<file path="config.mk">
export PLATFORM = sky130hd
export DESIGN_NAME = fit_policy_free_block_allocator
export DESIGN_NICKNAME = d
export VERILOG_FILES = /design/src/rtl/core/fbal_pkg.sv /design/src/rtl/core/fbal_datapath.sv /design/src/rtl/core/fbal_ctrl.sv /design/src/rtl/core/fit_policy_free_block_allocator.sv
export SDC_FILE = /design/constraint.sdc
export NUM_CORES = 1
export LEC_CHECK = 0
export BUFFER_PORTS_ARGS = -buffer_cell sky130_fd_sc_hd__buf_2
export CORE_MARGIN = 2
export CORE_UTILIZATION = 62
export DETAILED_ROUTE_END_ITERATION = 7
export PLACE_DENSITY = 0.79
export SLEW_MARGIN = 20
export SYNTH_ARGS = -nofsm -noshare
export SYNTH_HDL_FRONTEND = slang
export SYNTH_SLANG_ARGS = --single-unit
</file>
<file path="constraint.sdc">
create_clock -name clk -period 6 [get_ports clk]
set_input_delay 0.3 -clock clk [delete_from_list [all_inputs] [get_ports clk]]
set_output_delay 0.3 -clock clk [all_outputs]
set_load 0.02 [all_outputs]
</file>
<file path="src/rtl/core/fbal_pkg.sv">
`default_nettype none
package fbal_pkg;

	// table geometry
	localparam int TABLE_ENTRIES = 16;
	localparam int MEMORY_WORDS  = 65536;
	localparam int IDX_W         = $clog2(TABLE_ENTRIES);
	localparam int CNT_W         = $clog2(TABLE_ENTRIES + 1);
	localparam int ADDR_W        = 16;
	localparam int SIZE_W        = 17;

	// best fit only considers blocks below this bound
	localparam logic [SIZE_W-1:0] BEST_INIT = SIZE_W'(MEMORY_WORDS + 1);

	// action codes
	localparam logic [1:0] ACT_CLEAR  = 2'd0;
	localparam logic [1:0] ACT_APPEND = 2'd1;
	localparam logic [1:0] ACT_ALLOC  = 2'd2;

	// placement policy codes; anything else behaves as first fit
	localparam logic [1:0] POL_FIRST = 2'd0;
	localparam logic [1:0] POL_BEST  = 2'd1;
	localparam logic [1:0] POL_WORST = 2'd2;

	typedef enum logic [1:0] {
		ST_OK    = 2'd0,
		ST_NOFIT = 2'd1,
		ST_FULL  = 2'd2
	} status_code_t;

	// table read address source
	typedef enum logic [1:0] {
		RD_ZERO,
		RD_SCAN_NEXT,
		RD_PICK_NEXT,
		RD_SHIFT_NEXT
	} rd_sel_t;

	typedef struct packed {
		logic         load;
		logic         clr;
		logic         append;
		logic         scan_init;
		logic         scan_step;
		logic         shrink;
		logic         shift_init;
		logic         shift_step;
		logic         dec;
		logic         emit;
		logic         grant;
		status_code_t code;
		rd_sel_t      rd_sel;
	} dp_cmd_t;

	typedef struct packed {
		logic table_full;
		logic count_zero;
		logic hit;
		logic scan_last;
		logic found;
		logic exact;
		logic shift_more;
	} dp_stat_t;

endpackage
`default_nettype wire

</file>
<file path="src/rtl/core/fbal_datapath.sv">
`default_nettype none
module fbal_datapath
	import fbal_pkg::*;
(
	input  wire logic              clk,
	input  wire logic              arst_n,
	input  wire logic [ADDR_W-1:0] block_address,
	input  wire logic [SIZE_W-1:0] block_size,
	input  wire logic              cfg_we,
	input  wire logic [1:0]        cfg_wdata,
	input  wire dp_cmd_t           cmd,
	output dp_stat_t               stat,
	output logic                   done,
	output logic [ADDR_W-1:0]      granted_address,
	output logic [1:0]             status,
	output logic [CNT_W-1:0]       free_entries
);

	// free block table
	logic [ADDR_W-1:0] start_mem [TABLE_ENTRIES];
	logic [SIZE_W-1:0] len_mem   [TABLE_ENTRIES];

	logic [1:0]        policy_q;
	logic [CNT_W-1:0]  cnt_q;
	logic [CNT_W-1:0]  cnt_d;
	logic [SIZE_W-1:0] size_q;
	logic [IDX_W-1:0]  scan_idx_q;
	logic [IDX_W-1:0]  sh_idx_q;
	logic [IDX_W-1:0]  pick_idx_q;
	logic [ADDR_W-1:0] pick_start_q;
	logic [SIZE_W-1:0] pick_len_q;
	logic              found_q;
	logic [SIZE_W-1:0] best_q;
	logic [SIZE_W-1:0] worst_q;
	logic [ADDR_W-1:0] rd_start_q;
	logic [SIZE_W-1:0] rd_len_q;
	logic              done_q;
	logic [ADDR_W-1:0] grant_q;
	logic [1:0]        status_q;
	logic [CNT_W-1:0]  free_q;

	logic [IDX_W-1:0]  rd_idx;
	logic              wr_en;
	logic [IDX_W-1:0]  wr_idx;
	logic [ADDR_W-1:0] wr_start;
	logic [SIZE_W-1:0] wr_len;
	logic              fits;
	logic              cand;
	logic              pol_first;

	// policy register
	always_ff @(posedge clk or negedge arst_n) begin
		if (!arst_n) begin
			policy_q <= POL_FIRST;
		end else if (cfg_we) begin
			policy_q <= cfg_wdata;
		end
	end

	// read address select
	always_comb begin
		unique case (cmd.rd_sel)
			RD_SCAN_NEXT:  rd_idx = scan_idx_q + IDX_W'(1);
			RD_PICK_NEXT:  rd_idx = pick_idx_q + IDX_W'(1);
			RD_SHIFT_NEXT: rd_idx = sh_idx_q + IDX_W'(2);
			default:       rd_idx = '0;
		endcase
	end

	// write port select
	always_comb begin
		wr_en    = 1'b0;
		wr_idx   = cnt_q[IDX_W-1:0];
		wr_start = block_address;
		wr_len   = block_size;
		priority if (cmd.append) begin
			wr_en = 1'b1;
		end else if (cmd.shrink) begin
			wr_en    = 1'b1;
			wr_idx   = pick_idx_q;
			wr_start = pick_start_q + size_q[ADDR_W-1:0];
			wr_len   = pick_len_q - size_q;
		end else if (cmd.shift_step) begin
			wr_en    = 1'b1;
			wr_idx   = sh_idx_q;
			wr_start = rd_start_q;
			wr_len   = rd_len_q;
		end
	end

	// table storage, registered read
	always_ff @(posedge clk) begin
		if (wr_en) begin
			start_mem[wr_idx] <= wr_start;
			len_mem[wr_idx]   <= wr_len;
		end
		rd_start_q <= start_mem[rd_idx];
		rd_len_q   <= len_mem[rd_idx];
	end

	// candidate test on the entry just read
	assign pol_first = (policy_q != POL_BEST) && (policy_q != POL_WORST);
	assign fits      = rd_len_q >= size_q;
	always_comb begin
		unique case (policy_q)
			POL_BEST:  cand = fits && (rd_len_q < best_q);
			POL_WORST: cand = fits && (rd_len_q > worst_q);
			default:   cand = fits;
		endcase
	end

	// next entry count
	always_comb begin
		cnt_d = cnt_q;
		priority if (cmd.clr) begin
			cnt_d = '0;
		end else if (cmd.append) begin
			cnt_d = cnt_q + CNT_W'(1);
		end else if (cmd.dec) begin
			cnt_d = cnt_q - CNT_W'(1);
		end
	end

	always_ff @(posedge clk or negedge arst_n) begin
		if (!arst_n) begin
			cnt_q   <= '0;
			found_q <= 1'b0;
			done_q  <= 1'b0;
		end else begin
			cnt_q  <= cnt_d;
			done_q <= cmd.emit;
			if (cmd.scan_init) begin
				found_q <= 1'b0;
			end else if (cmd.scan_step && cand) begin
				found_q <= 1'b1;
			end
		end
	end

	// request, scan and shift registers
	always_ff @(posedge clk) begin
		if (cmd.load) begin
			size_q <= block_size;
		end
		if (cmd.scan_init) begin
			scan_idx_q <= '0;
			best_q     <= BEST_INIT;
			worst_q    <= '0;
		end else if (cmd.scan_step) begin
			scan_idx_q <= scan_idx_q + IDX_W'(1);
			if (cand) begin
				pick_idx_q   <= scan_idx_q;
				pick_start_q <= rd_start_q;
				pick_len_q   <= rd_len_q;
				best_q       <= rd_len_q;
				worst_q      <= rd_len_q;
			end
		end
		if (cmd.shift_init) begin
			sh_idx_q <= pick_idx_q;
		end else if (cmd.shift_step) begin
			sh_idx_q <= sh_idx_q + IDX_W'(1);
		end
		if (cmd.emit) begin
			grant_q  <= cmd.grant ? pick_start_q : '0;
			status_q <= cmd.code;
			free_q   <= cnt_d;
		end
	end

	// status to the controller
	assign stat.table_full = cnt_q == CNT_W'(TABLE_ENTRIES);
	assign stat.count_zero = cnt_q == '0;
	assign stat.hit        = fits && pol_first;
	assign stat.scan_last  = (CNT_W'(scan_idx_q) + CNT_W'(1)) == cnt_q;
	assign stat.found      = found_q;
	assign stat.exact      = pick_len_q == size_q;
	assign stat.shift_more = (CNT_W'(sh_idx_q) + CNT_W'(1)) < cnt_q;

	assign done            = done_q;
	assign granted_address = grant_q;
	assign status          = status_q;
	assign free_entries    = free_q;

endmodule
`default_nettype wire

</file>
<file path="src/rtl/core/fbal_ctrl.sv">
`default_nettype none
module fbal_ctrl
	import fbal_pkg::*;
(
	input  wire logic     clk,
	input  wire logic     arst_n,
	input  wire logic     start,
	input  wire logic [1:0] action,
	input  wire dp_stat_t stat,
	output dp_cmd_t       cmd,
	output logic          busy
);

	typedef enum logic [1:0] {
		S_IDLE,
		S_SCAN,
		S_DECIDE,
		S_SHIFT
	} state_t;

	state_t state_q;
	state_t state_d;

	// commands and next state
	always_comb begin
		cmd     = '0;
		state_d = state_q;
		unique case (state_q)
			S_IDLE: begin
				if (start) begin
					cmd.load = 1'b1;
					unique case (action)
						ACT_CLEAR: begin
							cmd.clr  = 1'b1;
							cmd.emit = 1'b1;
						end
						ACT_APPEND: begin
							cmd.emit = 1'b1;
							if (stat.table_full) begin
								cmd.code = ST_FULL;
							end else begin
								cmd.append = 1'b1;
							end
						end
						ACT_ALLOC: begin
							if (stat.count_zero) begin
								cmd.emit = 1'b1;
								cmd.code = ST_NOFIT;
							end else begin
								cmd.scan_init = 1'b1;
								state_d       = S_SCAN;
							end
						end
						default: begin
							cmd.emit = 1'b1;
						end
					endcase
				end
			end
			S_SCAN: begin
				// evaluate entry in hand, fetch the following one
				cmd.scan_step = 1'b1;
				cmd.rd_sel    = RD_SCAN_NEXT;
				if (stat.hit || stat.scan_last) begin
					state_d = S_DECIDE;
				end
			end
			S_DECIDE: begin
				if (!stat.found) begin
					cmd.emit = 1'b1;
					cmd.code = ST_NOFIT;
					state_d  = S_IDLE;
				end else if (!stat.exact) begin
					cmd.shrink = 1'b1;
					cmd.emit   = 1'b1;
					cmd.grant  = 1'b1;
					state_d    = S_IDLE;
				end else begin
					cmd.shift_init = 1'b1;
					cmd.rd_sel     = RD_PICK_NEXT;
					state_d        = S_SHIFT;
				end
			end
			S_SHIFT: begin
				if (stat.shift_more) begin
					cmd.shift_step = 1'b1;
					cmd.rd_sel     = RD_SHIFT_NEXT;
				end else begin
					cmd.dec   = 1'b1;
					cmd.emit  = 1'b1;
					cmd.grant = 1'b1;
					state_d   = S_IDLE;
				end
			end
			default: state_d = S_IDLE;
		endcase
	end

	always_ff @(posedge clk or negedge arst_n) begin
		if (!arst_n) begin
			state_q <= S_IDLE;
		end else begin
			state_q <= state_d;
		end
	end

	assign busy = state_q != S_IDLE;

endmodule
`default_nettype wire

</file>
<file path="src/rtl/core/fit_policy_free_block_allocator.sv">
`default_nettype none
// Free block allocator over a 16-entry ordered table of (address, size) blocks.
// A request is taken when start is high and busy is low; its result appears
// on granted_address, status and free_entries for exactly one cycle with done
// high, and must be captured then, since the result side cannot stall.
// Clear, append, unused actions and an allocate on an empty table are answered
// from idle with busy low. An allocate keeps busy high while it scans the held
// entries (first fit stops at the first block that fits; best fit, worst fit
// and a miss read all of them, one per cycle through the table's single read
// port) and, when the chosen entry is used up exactly, while later entries move
// up one place a cycle; done rises as busy falls. A new request may be started
// while done is high. The user must write fit_policy through cfg_we / cfg_wdata
// only while no request is open; the block itself does not enforce this.
module fit_policy_free_block_allocator
	import fbal_pkg::*;
(
	input  wire logic              clk,
	input  wire logic              arst_n,
	input  wire logic              start,
	output logic                   busy,
	input  wire logic [1:0]        action,
	input  wire logic [ADDR_W-1:0] block_address,
	input  wire logic [SIZE_W-1:0] block_size,
	input  wire logic              cfg_we,
	input  wire logic [1:0]        cfg_wdata,
	output logic                   done,
	output logic [ADDR_W-1:0]      granted_address,
	output logic [1:0]             status,
	output logic [CNT_W-1:0]       free_entries
);

	dp_cmd_t  cmd;
	dp_stat_t stat;

	fbal_ctrl u_ctrl (
		.clk    (clk),
		.arst_n (arst_n),
		.start  (start),
		.action (action),
		.stat   (stat),
		.cmd    (cmd),
		.busy   (busy)
	);

	fbal_datapath u_dp (
		.clk             (clk),
		.arst_n          (arst_n),
		.block_address   (block_address),
		.block_size      (block_size),
		.cfg_we          (cfg_we),
		.cfg_wdata       (cfg_wdata),
		.cmd             (cmd),
		.stat            (stat),
		.done            (done),
		.granted_address (granted_address),
		.status          (status),
		.free_entries    (free_entries)
	);

endmodule
`default_nettype wire

</file>
==> results.sh <==
export IMPL_status="finished clean"
export IMPL_worstPathMaxFanout=27
export IMPL_clkSinkCount=676
export IMPL_cts_tree="built"
export IMPL_diodes=0
export IMPL_synth_edf_count=609
export IMPL_syn_area_mm2=0.0287
export IMPL_rows=78
export IMPL_routabilityCongestion=0.894
export IMPL_required_ns=6.28
export IMPL_wl_per_cell_um=23.8
export IMPL_place_area_mm2=0.0298
export IMPL_cp_top_family="simple AND/OR/NAND/NOR gates"
export IMPL_die_area_mm2=0.0481
export IMPL_routed_wl_um=70100
export IMPL_drt_initial_drc_count=2159
export IMPL_rsz0062_at_grt="no"
export IMPL_start_kind="flip-flop"
export IMPL_cts_resized=0
export IMPL_die_x_um=219
export IMPL_multi_input_area_mm2=0.00846
export IMPL_synth_common_cells="609 x edfxtp_1, 448 x nand2_1, 148 x nand3_1"
export IMPL_ys_types=68
export IMPL_synth_seq_cells=676
export IMPL_fin_crit_ns=4.51
export IMPL_fillers=2926
export IMPL_ios=66
export IMPL_finalHoldViolations=0
export IMPL_finalSetupViolCount=0
export IMPL_start_util_pct=63.0
export IMPL_min_path_type="in2async"
export IMPL_syn_num_nets=2311
export IMPL_antenna_left=0
export IMPL_path_cells="ha_1 > and3_1 > ha_1 > nor2b_1 > a32oi_2 > nand2_1 > buf_4 > a21oi_1 > o21ai_0 > nand2b_1 > nor2_4 > buf_4"
export IMPL_syn_avg_cell_area_um2=13.1
export IMPL_syn_to_final_growth_pct=12.8
export IMPL_yosysMostFrequentCell="edfxtp_1"
export IMPL_root_buffer="clkbuf_16"
export IMPL_numCtsBuffers=68
export IMPL_grt_max_degree=146
export IMPL_yosysSeqAreaShare_pct=68.5
export IMPL_vias=18500
export IMPL_tightest_slew_ns=1.11
export IMPL_slowest_delay_ns=0.63
export IMPL_cp_slowest_cell="nor2_4"
export IMPL_syn_inst=2188
export IMPL_numPortBuffers=65
export IMPL_path_buf_inv=2
export IMPL_cts_htree_levels=3
export IMPL_final_max_slew_viol_count=0
export IMPL_ys_flop_type="edfxtp_1"
export IMPL_dr_pass1_iters=5
export IMPL_path_clk_slew_ns=0.06
export IMPL_hpwl_um=44700
export IMPL_relSlewSlack_pct=25.7
export IMPL_core_area_mm2=0.0456
export IMPL_vias_per_cell=6.31
export IMPL_synth_top_area_share_pct=63.7
export IMPL_grt_pass1_wl_um=106000
export IMPL_yosys_top_cells_area="edfxtp_1 64%, nand2_1 5.9%, dfxtp_1 3.9%"
export IMPL_drive_gt1_share_pct=13.0
export IMPL_cts_path_max_buffers=3
export IMPL_finish_instance_area_mm2=0.0324
export IMPL_skew_ns=0.0332
export IMPL_static_leakage_power_uw=0.0119
export IMPL_fmax_mhz=222
export IMPL_vdd_drop_max_v=0.000355
export IMPL_yosysTopAreaCell="edfxtp_1"
export IMPL_antenna_found_initial=0
export IMPL_route_detailed_drc=0
export IMPL_finalPower_uw=14800
export IMPL_insertion_delay_ns=0.63
export IMPL_cp_data_arrival_time_ns=4.79
export IMPL_seq_area_mm2=0.0197
export IMPL_path_class="reg2reg"
export IMPL_ys_async_sr_fraction_pct=1.63
export IMPL_grt_pass1_vias=17900
export IMPL_layout_nets=2408
export IMPL_overflow=0
export IMPL_chipHeight_um=219
export IMPL_setup_tns_final_ns=0
export IMPL_yosysWarnings=0
export IMPL_powerDensity_mw_per_mm2=456
export IMPL_maxCapViolations=0
export IMPL_finalCritPeriodShare_pct=75.2
export IMPL_grtUsageTotal_pct=29.6
export IMPL_end_kind="flip-flop"
metal layers:
layer / wire [um] / global-route usage [%] / share of wire [%] / vias to the layer above
met5: 0 / 0 / 0 / -
met3: 6560 / 6.33 / 9.4 / 124
met2: 32700 / 45.8 / 47 / 997
met4: 1830 / 9.35 / 2.6 / 0
met1: 29000 / 42.3 / 41 / 9084
li1: - / - / - / 8333
worst paths after layout:
path                       cells past startpoint  slack (ns)        startpoint                   to
max reg2reg                                   12        1.49  u_dp.sh_idx_q[0]  u_dp.len_mem[7][12]
min                                            2        0.12            arst_n        u_dp.cnt_q[0]
max in group asynchronous                      2        5.65            arst_n    u_ctrl.state_q[0]
min in group clk                               5        0.25             start       u_dp.status[0]
max                                           12        1.49  u_dp.sh_idx_q[0]  u_dp.len_mem[7][12]
min reg2reg                                    2        0.48   u_dp.worst_q[0]      u_dp.worst_q[0]
registers in the layout, indices dropped and copies added, names as in the netlist, 2 cells and up:
register              count
u_dp.len_mem            272
u_dp.start_mem          256
u_dp.pick_len_q          17
u_dp.rd_len_q            17
u_dp.size_q              17
u_dp.worst_q             17
u_dp.granted_address     16
u_dp.pick_start_q        16
u_dp.rd_start_q          16
u_dp.cnt_q                5
u_dp.free_entries         5
u_dp.pick_idx_q           4
u_dp.scan_idx_q           4
u_dp.sh_idx_q             4
u_ctrl.state_q            2
u_dp.best_q               2
u_dp.policy_q             2
u_dp.status               2
cell type report:
type                    count  share of cell area [%]
clock inverters            45                    1.41
inverters                  60                   0.695
multi-input cells        1343                    26.1
well taps                 600                    2.32
repair buffers            136                    3.24
clock buffers              80                    5.52
flip-flops and latches    676                    60.7
kinds of logic after synthesis:
logic type | after synthesis | synth area share, %
XOR/XNOR | 41 | 1.25
buffers and inverters | 169 | 2.79
AO/OA/AOI/OAI | 326 | 7.97
flip-flops | 676 | 68.5
multiplexers | 88 | 3.09
adder cells (fa/ha/maj) | 82 | 3.62
AND/OR/NAND/NOR | 806 | 12.7
power breakdown:
| group | switching, uW | internal, uW |
|---|---|---|
| Combinational | 2710 | 1330 |
| Clock | 1810 | 2420 |
| Sequential | 439 | 6060 |
metrics by stage:
step	hold WS [ns]	cells	util [%]	setup WS, ns
after floorplan	0.00441	2188	-	1.55
after global placement	0.190	2787	65.4	1.51
after detailed placement	0.202	2788	65.4	1.57
after CTS	0.101	2936	70.9	1.54
after global routing	0.127	2940	71.1	1.27
final	0.116	2940	71.1	1.49
placed cells by master, fill, tap and decap left out, types with 11 or more instances in the layout:
cell,instances
a32o_1,32
o21ai_0,39
a21oi_1,76
nor3_1,15
a31oi_1,38
clkinv_2,15
xnor2_1,24
nor2_4,18
clkinv_1,13
a21o_1,14
buf_4,39
xor2_1,17
mux2i_1,83
inv_1,60
a32oi_1,36
nor3_2,32
dfxtp_1,56
ha_1,80
a22oi_1,11
o22ai_1,17
dfrtp_1,11
nand3_1,148
nand2_1,447
dlygate4sd3_1,23
and2_1,21
nor2_1,62
buf_2,65
clkbuf_16,69
edfxtp_1,609
worst reg2reg max path, stage by stage (launching register included):
cell	delay, ns
edfxtp_1	0.53
ha_1	0.28
and3_1	0.20
ha_1	0.22
nor2b_1	0.32
a32oi_2	0.20
nand2_1	0.15
buf_4	0.34
a21oi_1	0.12
o21ai_0	0.36
nand2b_1	0.44
nor2_4	0.64
buf_4	0.39
what timing repair did:
action | in CTS | in global routing
hold endpoints to repair | 30 | 0
hold buffers | 23 | 0
setup buffers | 0 | 0
No activity file was read; power rests on OpenSTA's default activity.
